<file path="src/hdl/dpfh_pkg.sv">
// ----------------------------------------------------------------------------
// dpfh_pkg
// Shared types, codes and widths of the demand paging fault handler.
// ----------------------------------------------------------------------------
`timescale 1ns / 1ps

package dpfh_pkg;

  localparam int DEF_MAX_PAGES  = 256;
  localparam int DEF_MAX_FRAMES = 64;

  localparam int PAGE_W     = 8;
  localparam int ACT_W      = 3;
  localparam int FIDX_W     = 6;
  localparam int PROT_W     = 2;
  localparam int PC_W       = 9;
  localparam int FC_W       = 7;
  localparam int CFG_DATA_W = 9;
  localparam int CFG_IDX_W  = 1;

  localparam logic [CFG_IDX_W-1:0] CFG_PAGE_COUNT  = 1'b0;
  localparam logic [CFG_IDX_W-1:0] CFG_FRAME_COUNT = 1'b1;

  localparam logic [PC_W-1:0] PAGE_COUNT_RST  = 9'd256;
  localparam logic [FC_W-1:0] FRAME_COUNT_RST = 7'd64;

  typedef enum logic [1:0] {
    ST_UNALLOC = 2'd0,
    ST_RAM     = 2'd1,
    ST_SWAP    = 2'd2
  } pg_state_e;

  typedef enum logic [PROT_W-1:0] {
    PROT_NO = 2'd0,
    PROT_RD = 2'd1,
    PROT_WR = 2'd2
  } prot_e;

  typedef enum logic [ACT_W-1:0] {
    ACT_ERROR     = 3'd0,
    ACT_UPGRADE   = 3'd1,
    ACT_REPROTECT = 3'd2,
    ACT_ZERO_FILL = 3'd3,
    ACT_SWAP_IN   = 3'd4,
    ACT_EVICT     = 3'd5
  } act_e;

  typedef struct packed {
    pg_state_e state;
    logic      fresh;
    logic      dirty;
    prot_e     prot;
  } pg_entry_t;

  typedef struct packed {
    logic clr_start;
    logic clr_step;
    logic accept;
    logic eval;
    logic eval_v;
    logic out_load;
  } dpfh_cmd_t;

  typedef struct packed {
    logic clr_last;
    logic need_victim;
    logic out_free;
  } dpfh_status_t;

endpackage

</file>
<file path="src/hdl/dpfh_datapath.sv">
// ----------------------------------------------------------------------------
// dpfh_datapath
// Page table memory, configuration, frame fill count, result and output regs.
// ----------------------------------------------------------------------------
`timescale 1ns / 1ps

module dpfh_datapath import dpfh_pkg::*; #(
  parameter int MAX_PAGES  = DEF_MAX_PAGES,
  parameter int MAX_FRAMES = DEF_MAX_FRAMES
) (
  input  logic                  clk_i,
  input  logic                  rst_ni,
  input  dpfh_cmd_t             cmd_i,
  output dpfh_status_t          status_o,
  input  logic                  cfg_we_i,
  input  logic [CFG_IDX_W-1:0]  cfg_index_i,
  input  logic [CFG_DATA_W-1:0] cfg_data_i,
  input  logic [PAGE_W-1:0]     fault_page_i,
  output logic                  out_valid_o,
  input  logic                  out_stall_i,
  output logic [ACT_W-1:0]      action_o,
  output logic [FIDX_W-1:0]     frame_index_o,
  output logic [PROT_W-1:0]     new_protection_o,
  output logic                  victim_valid_o,
  output logic [PAGE_W-1:0]     victim_page_o,
  output logic                  victim_writeback_o
);

  localparam int PW    = $clog2(MAX_PAGES);
  localparam int FW    = (MAX_FRAMES > 1) ? $clog2(MAX_FRAMES) : 1;
  localparam int NFW   = $clog2(MAX_FRAMES + 1);
  localparam int CW_A  = ($clog2(MAX_PAGES + 1) > PC_W) ? $clog2(MAX_PAGES + 1) : PC_W;
  localparam int CNT_W = ($clog2(MAX_FRAMES + 1) > CW_A) ? $clog2(MAX_FRAMES + 1) : CW_A;

  typedef struct packed {
    logic [FW-1:0] frame;
    pg_entry_t     info;
  } pt_word_t;

  pt_word_t mem [MAX_PAGES];

  logic [PC_W-1:0]   page_count_q;
  logic [FC_W-1:0]   frame_count_q;
  logic [NFW-1:0]    k_q, k_d;
  logic [PW-1:0]     clr_q;
  logic [PAGE_W-1:0] page_q;
  logic [PAGE_W-1:0] f0_q, f0_d;
  pt_word_t          rdata_q;
  logic [PW-1:0]     rd_addr;

  logic              wr_en;
  logic [PW-1:0]     wr_addr;
  pt_word_t          wr_data;
  pt_word_t          rst_word;

  logic [CNT_W-1:0]  ep, fc;
  logic [NFW-1:0]    nf;
  logic              in_range, free_ok;

  act_e              res_act_q, res_act_d;
  logic [FIDX_W-1:0] res_fidx_q, res_fidx_d;
  prot_e             res_prot_q, res_prot_d;
  logic              res_vv_q, res_vv_d;
  logic [PAGE_W-1:0] res_vp_q, res_vp_d;
  logic              res_vwb_q, res_vwb_d;

  logic              out_valid_q;
  act_e              out_act_q;
  logic [FIDX_W-1:0] out_fidx_q;
  prot_e             out_prot_q;
  logic              out_vv_q;
  logic [PAGE_W-1:0] out_vp_q;
  logic              out_vwb_q;

  // effective page and frame counts
  always_comb begin
    ep = (CNT_W'(page_count_q) > CNT_W'(MAX_PAGES)) ? CNT_W'(MAX_PAGES)
                                                      : CNT_W'(page_count_q);
    fc = (frame_count_q == '0) ? CNT_W'(1) : CNT_W'(frame_count_q);
    if (fc > CNT_W'(MAX_FRAMES)) begin
      fc = CNT_W'(MAX_FRAMES);
    end
    if (fc > ep && ep != '0) begin
      fc = ep;
    end
    nf = NFW'(fc);
  end

  assign in_range = (CNT_W'(page_q) < CNT_W'(page_count_q)) &&
                    (CNT_W'(page_q) < CNT_W'(MAX_PAGES));
  assign free_ok  = (rdata_q.info.state != ST_SWAP) && (k_q < nf);

  assign rst_word = '{frame: '0, info: '{state: ST_UNALLOC, fresh: 1'b1,
                                          dirty: 1'b0, prot: PROT_NO}};

  assign rd_addr = cmd_i.eval ? PW'(f0_q) : PW'(fault_page_i);

  assign status_o.clr_last    = (clr_q == PW'(MAX_PAGES - 1));
  assign status_o.need_victim = in_range && (rdata_q.info.state != ST_RAM) &&
                                !free_ok && (k_q != '0);
  assign status_o.out_free    = !out_valid_q || !out_stall_i;

  always_comb begin
    wr_en      = 1'b0;
    wr_addr    = clr_q;
    wr_data    = rst_word;
    k_d        = k_q;
    f0_d       = f0_q;
    res_act_d  = res_act_q;
    res_fidx_d = res_fidx_q;
    res_prot_d = res_prot_q;
    res_vv_d   = res_vv_q;
    res_vp_d   = res_vp_q;
    res_vwb_d  = res_vwb_q;
    if (cmd_i.clr_step) begin
      wr_en = 1'b1;
    end else if (cmd_i.eval) begin
      res_act_d  = ACT_ERROR;
      res_fidx_d = '0;
      res_prot_d = PROT_NO;
      res_vv_d   = 1'b0;
      res_vp_d   = '0;
      res_vwb_d  = 1'b0;
      wr_addr    = PW'(page_q);
      wr_data    = rdata_q;
      if (in_range) begin
        wr_en = 1'b1;
        if (rdata_q.info.state == ST_RAM) begin
          if (rdata_q.info.prot == PROT_RD) begin
            wr_data.info.prot  = PROT_WR;
            wr_data.info.dirty = 1'b1;
            res_act_d          = ACT_UPGRADE;
          end else begin
            res_act_d = ACT_REPROTECT;
          end
          res_prot_d = wr_data.info.prot;
          res_fidx_d = FIDX_W'(rdata_q.frame);
        end else if (free_ok) begin
          wr_data = '{frame: FW'(k_q), info: '{state: ST_RAM, fresh: 1'b1,
                                               dirty: 1'b0, prot: PROT_RD}};
          res_act_d  = ACT_ZERO_FILL;
          res_fidx_d = FIDX_W'(k_q);
          res_prot_d = PROT_RD;
          k_d        = NFW'(k_q + 1'b1);
          if (k_q == '0) begin
            f0_d = page_q;
          end
        end else begin
          res_act_d = (rdata_q.info.state == ST_SWAP) ? ACT_SWAP_IN : ACT_EVICT;
          wr_data.frame      = '0;
          wr_data.info.state = ST_RAM;
          wr_data.info.dirty = 1'b0;
          wr_data.info.prot  = PROT_RD;
          res_prot_d         = PROT_RD;
          if (k_q == '0) begin
            f0_d = page_q;
          end
        end
      end
    end else if (cmd_i.eval_v) begin
      wr_en              = 1'b1;
      wr_addr            = PW'(f0_q);
      wr_data            = rdata_q;
      wr_data.info.state = ST_SWAP;
      wr_data.info.fresh = 1'b0;
      res_vv_d           = 1'b1;
      res_vp_d           = f0_q;
      res_vwb_d          = rdata_q.info.dirty || rdata_q.info.fresh;
      f0_d               = page_q;
    end
    if (cfg_we_i) begin
      k_d = '0;
    end
  end

  always_ff @(posedge clk_i) begin
    if (wr_en) begin
      mem[wr_addr] <= wr_data;
    end
  end

  always_ff @(posedge clk_i) begin
    rdata_q <= mem[rd_addr];
  end

  always_ff @(posedge clk_i or negedge rst_ni) begin
    if (!rst_ni) begin
      page_count_q  <= PAGE_COUNT_RST;
      frame_count_q <= FRAME_COUNT_RST;
      k_q           <= '0;
      clr_q         <= '0;
      out_valid_q   <= 1'b0;
    end else begin
      if (cfg_we_i) begin
        unique case (cfg_index_i)
          CFG_PAGE_COUNT:  page_count_q  <= cfg_data_i;
          CFG_FRAME_COUNT: frame_count_q <= cfg_data_i[FC_W-1:0];
          default: ;
        endcase
      end
      k_q <= k_d;
      if (cmd_i.clr_start) begin
        clr_q <= '0;
      end else if (cmd_i.clr_step) begin
        clr_q <= PW'(clr_q + 1'b1);
      end
      if (cmd_i.out_load) begin
        out_valid_q <= 1'b1;
      end else if (!out_stall_i) begin
        out_valid_q <= 1'b0;
      end
    end
  end

  always_ff @(posedge clk_i) begin
    if (cmd_i.accept) begin
      page_q <= fault_page_i;
    end
    f0_q       <= f0_d;
    res_act_q  <= res_act_d;
    res_fidx_q <= res_fidx_d;
    res_prot_q <= res_prot_d;
    res_vv_q   <= res_vv_d;
    res_vp_q   <= res_vp_d;
    res_vwb_q  <= res_vwb_d;
    if (cmd_i.out_load) begin
      out_act_q  <= res_act_q;
      out_fidx_q <= res_fidx_q;
      out_prot_q <= res_prot_q;
      out_vv_q   <= res_vv_q;
      out_vp_q   <= res_vp_q;
      out_vwb_q  <= res_vwb_q;
    end
  end

  assign out_valid_o        = out_valid_q;
  assign action_o           = out_act_q;
  assign frame_index_o      = out_fidx_q;
  assign new_protection_o   = out_prot_q;
  assign victim_valid_o     = out_vv_q;
  assign victim_page_o      = out_vp_q;
  assign victim_writeback_o = out_vwb_q;

`ifndef SYNTHESIS
  a_victim_resident: assert property (@(posedge clk_i) disable iff (!rst_ni)
    cmd_i.eval_v |-> rdata_q.info.state == ST_RAM)
    else $error("evicted page was not resident");

  a_fill_bound: assert property (@(posedge clk_i) disable iff (!rst_ni)
    k_q <= nf)
    else $error("frame fill count beyond frame count");

  a_victim_action: assert property (@(posedge clk_i) disable iff (!rst_ni)
    (out_valid_q && out_vv_q) |-> (out_act_q == ACT_SWAP_IN || out_act_q == ACT_EVICT))
    else $error("victim reported without eviction");
`endif

endmodule

</file>
<file path="src/hdl/dpfh_ctrl.sv">
// ----------------------------------------------------------------------------
// dpfh_ctrl
// Sequencer: table clearing pass, fault evaluation, victim update, output.
// ----------------------------------------------------------------------------
`timescale 1ns / 1ps

module dpfh_ctrl import dpfh_pkg::*; (
  input  logic         clk_i,
  input  logic         rst_ni,
  input  logic         cfg_we_i,
  input  logic         in_valid_i,
  output logic         in_stall_o,
  input  dpfh_status_t status_i,
  output dpfh_cmd_t    cmd_o
);

  typedef enum logic [4:0] {
    S_CLEAR  = 5'b00001,
    S_IDLE   = 5'b00010,
    S_EVAL   = 5'b00100,
    S_EVAL_V = 5'b01000,
    S_DONE   = 5'b10000
  } ctrl_state_e;

  ctrl_state_e state_q, state_d;

  assign in_stall_o = (state_q != S_IDLE) || cfg_we_i;

  always_comb begin
    state_d = state_q;
    cmd_o   = '0;
    unique case (state_q)
      S_CLEAR: begin
        cmd_o.clr_step = 1'b1;
        if (status_i.clr_last) begin
          state_d = S_IDLE;
        end
      end
      S_IDLE: begin
        if (in_valid_i) begin
          cmd_o.accept = 1'b1;
          state_d      = S_EVAL;
        end
      end
      S_EVAL: begin
        cmd_o.eval = 1'b1;
        state_d    = status_i.need_victim ? S_EVAL_V : S_DONE;
      end
      S_EVAL_V: begin
        cmd_o.eval_v = 1'b1;
        state_d      = S_DONE;
      end
      S_DONE: begin
        if (status_i.out_free) begin
          cmd_o.out_load = 1'b1;
          state_d        = S_IDLE;
        end
      end
      default: state_d = S_CLEAR;
    endcase
    // a register write starts a clearing pass of the page table
    if (cfg_we_i) begin
      cmd_o           = '0;
      cmd_o.clr_start = 1'b1;
      state_d         = S_CLEAR;
    end
  end

  always_ff @(posedge clk_i or negedge rst_ni) begin
    if (!rst_ni) begin
      state_q <= S_CLEAR;
    end else begin
      state_q <= state_d;
    end
  end

`ifndef SYNTHESIS
  a_cfg_clears: assert property (@(posedge clk_i) disable iff (!rst_ni)
    cfg_we_i |=> state_q == S_CLEAR)
    else $error("register write did not start a clearing pass");

  a_load_free: assert property (@(posedge clk_i) disable iff (!rst_ni)
    cmd_o.out_load |-> status_i.out_free)
    else $error("output register overwritten");

  a_eval_next: assert property (@(posedge clk_i) disable iff (!rst_ni)
    (state_q == S_EVAL && !cfg_we_i) |=> (state_q == S_EVAL_V || state_q == S_DONE))
    else $error("evaluation left to wrong state");
`endif

endmodule

</file>
<file path="src/hdl/demand_paging_fault_handler.sv">
// ----------------------------------------------------------------------------
// demand_paging_fault_handler
// Serves page faults of one zone: upgrade, reprotect, error, zero fill, swap in or
// eviction of the page in frame 0, keeping the page table and the frame state.
//
//   channel  direction  handshake                    payload
//   in       input      in_valid_i / in_stall_o      fault_page_i
//   out      output     out_valid_o / out_stall_i    action_o .. victim_writeback_o
//   cfg      input      cfg_we_i                     cfg_index_i, cfg_data_i
//
// Each item goes S_EVAL, S_EVAL_V (only when an eviction reads back the victim
// entry through the single page table port), S_DONE; then the next is taken.
// After reset and after every register write a clearing pass sweeps all
// MAX_PAGES entries of the page table; in_stall_o stays high meanwhile.
// A finished result waits in the output register while the next item is taken.
// ----------------------------------------------------------------------------
`timescale 1ns / 1ps

module demand_paging_fault_handler import dpfh_pkg::*; #(
  parameter int MAX_PAGES  = DEF_MAX_PAGES,
  parameter int MAX_FRAMES = DEF_MAX_FRAMES
) (
  input  logic                  clk_i,
  input  logic                  rst_ni,
  input  logic                  in_valid_i,
  output logic                  in_stall_o,
  input  logic [PAGE_W-1:0]     fault_page_i,
  output logic                  out_valid_o,
  input  logic                  out_stall_i,
  output logic [ACT_W-1:0]      action_o,
  output logic [FIDX_W-1:0]     frame_index_o,
  output logic [PROT_W-1:0]     new_protection_o,
  output logic                  victim_valid_o,
  output logic [PAGE_W-1:0]     victim_page_o,
  output logic                  victim_writeback_o,
  input  logic                  cfg_we_i,
  input  logic [CFG_IDX_W-1:0]  cfg_index_i,
  input  logic [CFG_DATA_W-1:0] cfg_data_i
);

  dpfh_cmd_t    cmd;
  dpfh_status_t status;

  dpfh_ctrl u_ctrl (
    .clk_i      (clk_i),
    .rst_ni     (rst_ni),
    .cfg_we_i   (cfg_we_i),
    .in_valid_i (in_valid_i),
    .in_stall_o (in_stall_o),
    .status_i   (status),
    .cmd_o      (cmd)
  );

  dpfh_datapath #(
    .MAX_PAGES  (MAX_PAGES),
    .MAX_FRAMES (MAX_FRAMES)
  ) u_datapath (
    .clk_i              (clk_i),
    .rst_ni             (rst_ni),
    .cmd_i              (cmd),
    .status_o           (status),
    .cfg_we_i           (cfg_we_i),
    .cfg_index_i        (cfg_index_i),
    .cfg_data_i         (cfg_data_i),
    .fault_page_i       (fault_page_i),
    .out_valid_o        (out_valid_o),
    .out_stall_i        (out_stall_i),
    .action_o           (action_o),
    .frame_index_o      (frame_index_o),
    .new_protection_o   (new_protection_o),
    .victim_valid_o     (victim_valid_o),
    .victim_page_o      (victim_page_o),
    .victim_writeback_o (victim_writeback_o)
  );

endmodule
</file>
<file path="config.mk">
export PLATFORM = sky130hd
export DESIGN_NAME = demand_paging_fault_handler
export DESIGN_NICKNAME = d
export VERILOG_FILES = /design/src/hdl/dpfh_pkg.sv /design/src/hdl/dpfh_datapath.sv /design/src/hdl/dpfh_ctrl.sv /design/src/hdl/demand_paging_fault_handler.sv
export SDC_FILE = /design/constraint.sdc
export NUM_CORES = 2
export LEC_CHECK = 0
export BUFFER_PORTS_ARGS = -buffer_cell sky130_fd_sc_hd__buf_2
export CORE_MARGIN = 2
export CORE_UTILIZATION = 60
export CTS_BUF_LIST = sky130_fd_sc_hd__clkbuf_4
export DETAILED_ROUTE_END_ITERATION = 8
export MAX_ROUTING_LAYER = met4
export PLACE_DENSITY = 0.76
export SLEW_MARGIN = 20
export SYNTH_ARGS = -nofsm -noshare
export SYNTH_HDL_FRONTEND = slang
export SYNTH_SLANG_ARGS = --single-unit
</file>
<file path="constraint.sdc">
create_clock -name clk_i -period 39.3 [get_ports clk_i]
set_input_delay 3.93 -clock clk_i [delete_from_list [all_inputs] [get_ports clk_i]]
set_output_delay 3.93 -clock clk_i [all_outputs]
set_load 0.01 [all_outputs]
</file>
======== Word level (Yosys, flattened, before mapping) ========
Memories as Yosys holds them, arrays and structs flattened. A register that Yosys moved wholly into a read port is not among the register bits.
Cells that the tools add are included.
operators by class
  add/sub/neg operators ................... 2
  multipliers ............................. 0
  div/mod/pow operators ................... 0
  magnitude comparators ................... 5
  equal/unequal tests ..................... 21
  shift-type cells ........................ 0
  multiplexer cells ....................... 62
  bitwise logic cells ..................... 2
  reductions and logical operators ........ 28
operators with widths
  operator             count
  $mux 8               13
  $mux 7               9
  $mux 12              4
  $mux 5               5
  $pmux 5 s5           1
  $mux 1               20
  $mux 6               3
  $mux 9               2
  $logic_not 7->1      2
  $mux 3               4
  $ne 2x2->1 const B   6
  $reduce_and 2->1     5
  $reduce_and 5->1     2
  $reduce_bool 2->1    5
  $gt 7x9->1           1
  $gt 9x7->1 const B   1
  $gt 9x9->1 const B   1
  $lt 8x9->1           1
  $ne 3x3->1 const B   3
  $reduce_bool 9->1    1
  $add 8x1->8 const B  1
  $eq 8x8->1 const B   1
  $add 7x1->7 const B  1
  $lt 7x7->1           1
  other kinds (16)     27
word-level totals
  register bits ........................... 95
  latch bits .............................. 0
  bits in writable memories ............... 3072
  ROM bits ................................ 0
  input port bits ......................... 23
  output and inout port bits .............. 23
  logic and storage cells ................. 142
  memories ................................ 1
memories
  name            depth  bits a word  read ports  clocked after Yosys merged registers in  write ports  RTL line             RTL
  u_datapath.mem  256    12           1           1                                        1            dpfh_datapath.sv:40  pt_word_t mem [MAX_PAGES];

======== Depth between registers and ports, before layout ========
  word-level depth ........................ 15
  depth in mapped cells ................... 18

======== Modules after synthesis ========
From an unflattened synthesis, not the netlist that was laid out.
unflattened totals
  cells, all modules ...................... 7121
  area total of the unflattened synthesis .. 124003.9 um^2
by module, submodules not included
  module         times used  cells each  area each (um^2)  seq. area each (um^2)
  dpfh_datapath  1           7081        123634.8          95033.6
  dpfh_ctrl      1           40          369.1             126.4

======== Worst setup path after synthesis ========
No wires, ideal clock.
  path kind ............................... input to register
  start ................................... input port cfg_we_i
  end ..................................... memory u_datapath.mem[0][2] in the netlist's numbering (data pin)
  library setup time ...................... 2.188 ns
  data arrival time ....................... 16.005 ns
  data required time ...................... 37.112 ns
  slack ................................... 21.107 ns
  stages on the path ...................... 9
  buffers on the path ..................... 5
  path through ............................ or4b_4 -> buf_6 -> nor2_8 -> buf_4 -> clkbuf_1 -> clkbuf_1 -> clkbuf_1 -> nand2_1 -> o21ai_0
RTL lines
  element             RTL line                           RTL
  start: declaration  demand_paging_fault_handler.sv:36  input logic cfg_we_i,
  end: declaration    dpfh_datapath.sv:40

======== Worst setup path in the final report ========
  start ................................... input port cfg_we_i
  end ..................................... register, netlist name u_datapath.rdata_q[10]
on the way
  longest elaborated chain between the ends .. 2
ends and longest elaborated chain
  element  RTL line             RTL
  $mux 6   dpfh_ctrl.sv:62      if (cfg_we_i) begin
  $mux 8   dpfh_datapath.sv:96  assign rd_addr = cmd_i.eval ? PW'(f0_q) : PW'(fault_page_i);
No other way between the ends.
A chain may end at the register's enable or synchronous reset.

==> impl_results.md <==
- Average cell area after synthesis: 15.3 um^2
- Boundary pin count: 46
- CTS clk-pin slew, worst paths: 0.08 ns
- Gate Count Post-Synth: 8136
- Reg-to-reg startpoint: u_datapath.frame_count_q[2]
- PortBufs: 45
- Max Buffers Root-to-Sink: 4
- Final setup vio count: 0
- XOR/XNOR share of the synthesized area: 0.0564%
- CTS tree: done
- Post-CTS setup buffers: 0
- First drt pass iteration count: 9
- Met1 wire length: 121000 um
- Highest Signal Layer: met4
- Gr ovfl total: 0
- Max-Cap Viols: 0
- DR WL met2: 149000 um
- Worst-Margin Slew: 1.30 ns
- Ys Warns: 0
- NumNets Final: approximately 9000
- Fmax: 106 MHz
- Vias in the first global route: 73700
- Die area: 211000 um^2
- Synth Area in Compound Gates: between 5 and 6%
- Top cell type's share of synthesized area: 75.7%
- Worst hold path class: reg -> reg
- Die Y: 459 um
- Post-Synth Simple-Gate Area: 9.18%
- Unrepaired setup endpoints after global routing: false
- Final Power: ~6.5 mW
- Final Max Slew Viols: 0
- Status: complete, but fails checks
- CTS root buffer: clkbuf_4
- Antenna violations before repair: 20
- Clock Skew: about 0.12 ns
- Multi-input combinational cell area: 27300 um^2
- Failing checks: DRC
- Post-synth top flop: edfxtp_1
- Fin util: 67.1%
- First-pass GRT wire length: 482000 um
- Core area: 205000 um^2
- Distinct cells, synth: 77
- CP Capture Type: flop
- Hold EP: u_datapath.victim_page_o[6]
- Worst Hold Depth: 0
- Share of cells above drive strength 1: 18.1%
- Setup total negative slack: 0 ns
- Routed via count: 76700
- Largest net degree at the start of global routing: between 200 and 250
- Most frequent cells in the layout: edfxtp_1, nand2_1, clkbuf_4, mux2i_1, nand3_1
- Seq/Total Area, Yosys: 76.6%
- Die W: 459 um
- Req. time, crit path: 40.62 ns
- Clock latency reported for the late side of the worst-skew pair: 1.52 ns
- Routed Antenna Nets: 0
- H-tree lvl count: 6
- Place WS: 28.55 ns
- End of the worst register-to-register path: u_datapath.mem[114][11]
- # DRC: 2
- Initial Utilization: approximately 60%
- Static Leak: 51.8 nW
- Fill count: roughly 14000
- Placed Instances: roughly 11000
- Starting DRT DRC Count: 11600
- R2r setup slk: about 32 ns
- Syn_nets: 8182
- DP HPWL: ~190000 um
- Hold Vio Cnt, Final: 0
- Post-synthesis mux area share: 6.75%
- CP Launch Type: primary input
- Cts hold-fix bufs: 0
- EDFF count, synth: about 3100
- Drt via density: 6.41
- Cell taking the most area after synthesis: edfxtp_1
- Ranking of synthesized cells by area: edfxtp_1, mux2i_1, nand2_1
- Hold path startpoint: u_datapath.res_vp_q[6]
- Tcrit/Tclk final: 23.9%
- Post-synth ARST share: around 1.2%
- Max VDD drop: 0.0312 mV
- Drt wl/cell: between 20 and 30 um
- Non-filler cells in the finished layout: ~12000
- Routability cong.: 0.977
- Clock period minus worst slack: 9.40 ns
- Layout area overhead: 11.0%
- FF+latch count, synth: around 3200
- Sink Count: around 3200
- Synthesized area: 124000 um^2
- Largest family of logic cells by synthesized area: simple AND/OR/NAND/NOR gates
- Relative slew slack: approximately an eighth
- Most common cell after layout, fill and taps aside: edfxtp_1
- FP Rows: 166
- Wire length on met3: around 47000 um
- Adder-cell share of the synthesized area: 0.232%
- Crit Path Max Fanout: 62
- Reg area: 95200 um^2
- Total GRT Usage: 32.4%
- Pwr Density: between 40 and 50 nW/um^2
- Reg2Reg Depth: 17
- Num CTS Buffers: roughly 760
- Final WS setup: 29.90 ns
- Final wirelength: 334000 um
- Post_cts resized: 0
- Critical path class: in -> reg
- Critical path arrival: around 11 ns
==> cell usage after synthesis (15+ instances only) <==
cell	n
nand2_1	1484
ha_1	23
inv_1	31
o22ai_1	317
nand3_1	430
dfrtp_1	34
buf_1	35
nand4_1	107
mux4_2	25
a31oi_1	202
edfxtp_1	3130
nor2_1	350
o21ai_0	61
mux2i_1	765
nand4b_1	15
a21oi_1	132
and4_1	21
buf_4	26
a32o_1	19
buf_2	188
or4_1	16
nor4_1	73
o21ai_1	19
a32oi_1	88
clkbuf_1	239
and3_1	32
==> state kept, by name (all words and copies together), names as in the netlist, 6 cells and up <==
| name | cells |
|---|---|
| u_datapath.page_count_q | 9 |
| u_datapath.mem | 3072 |
| u_datapath.victim_page_o | 8 |
| u_datapath.frame_index_o | 6 |
| u_datapath.res_fidx_q | 6 |
| u_datapath.k_q | 7 |
| u_datapath.f0_q | 8 |
| u_datapath.rdata_q | 12 |
| u_datapath.clr_q | 8 |
| u_datapath.frame_count_q | 7 |
| u_datapath.res_vp_q | 8 |
| u_datapath.page_q | 8 |
==> worst max-delay path, cell delays in order <==
cell and delay, ns:
buf_2 0.25, or4b_4 0.68, o21ai_2 0.38, and2_4 0.76, buf_4 0.77, buf_4 0.82
buf_4 0.95, mux4_2 0.60, a2111oi_0 0.83, a31oi_1 0.20, nor3_1 0.27, nand3_1 0.13
==> where the power goes <==
group	internal [mW]	leakage, nW	switching, mW	total, mW
logic	0.0649	9.75	0.179	0.244
registers	3.68	36.6	0.0163	3.70
clock network	1.33	5.51	1.24	2.57
total	5.08	51.8	1.44	6.51
==> through the flow <==
stage / instance area, um^2 / hold WS [ns]
after detailed placement: 128000 / 0.408
after floorplan: 124000 / 0.400
after CTS: 138000 / 0.367
after global placement: 128000 / 0.408
final: 138000 / 0.364
after global routing: 138000 / 0.380
==> layer usage <==
metal | vias up | GRT usage, %
met5 | - | -
met4 | 0 | 16.0
met3 | 780 | 10.2
met2 | 5354 | 46.1
met1 | 37600 | 42.4
li1 | 32900 | -
==> logic make-up after synthesis <==
group | after synthesis
muxes | 804
xor gates and xnor gates | 8
AOI/OAI and AO/OA | 980
buffers and inverters | 531
DFF | 3179
adders and majority gates | 23
and+or+nand+nor | 2611
==> worst max path at each step <==
stage / depth (start not counted) / from / endpoint
2_1_floorplan: 9 / cfg_we_i / u_datapath.mem[0][2]
6_report: 12 / cfg_we_i / u_datapath.rdata_q[10]
4_1_cts: 12 / cfg_we_i / u_datapath.rdata_q[10]
5_1_grt: 12 / cfg_we_i / u_datapath.rdata_q[10]
3_3_place_gp: 12 / cfg_we_i / u_datapath.rdata_q[10]
3_5_place_dp: 12 / cfg_we_i / u_datapath.rdata_q[10]
==> layout make-up <==
class,count,area share (%)
flip-flops and latches,3179,69.1
multi-input cells,4426,19.8
clock buffers,1109,6.04
well taps,2688,2.44
repair buffers,332,1.87
clock inverters,176,0.619
inverters,32,0.0872
diodes,17,0.0309
(Power assumes the default switching activity.)
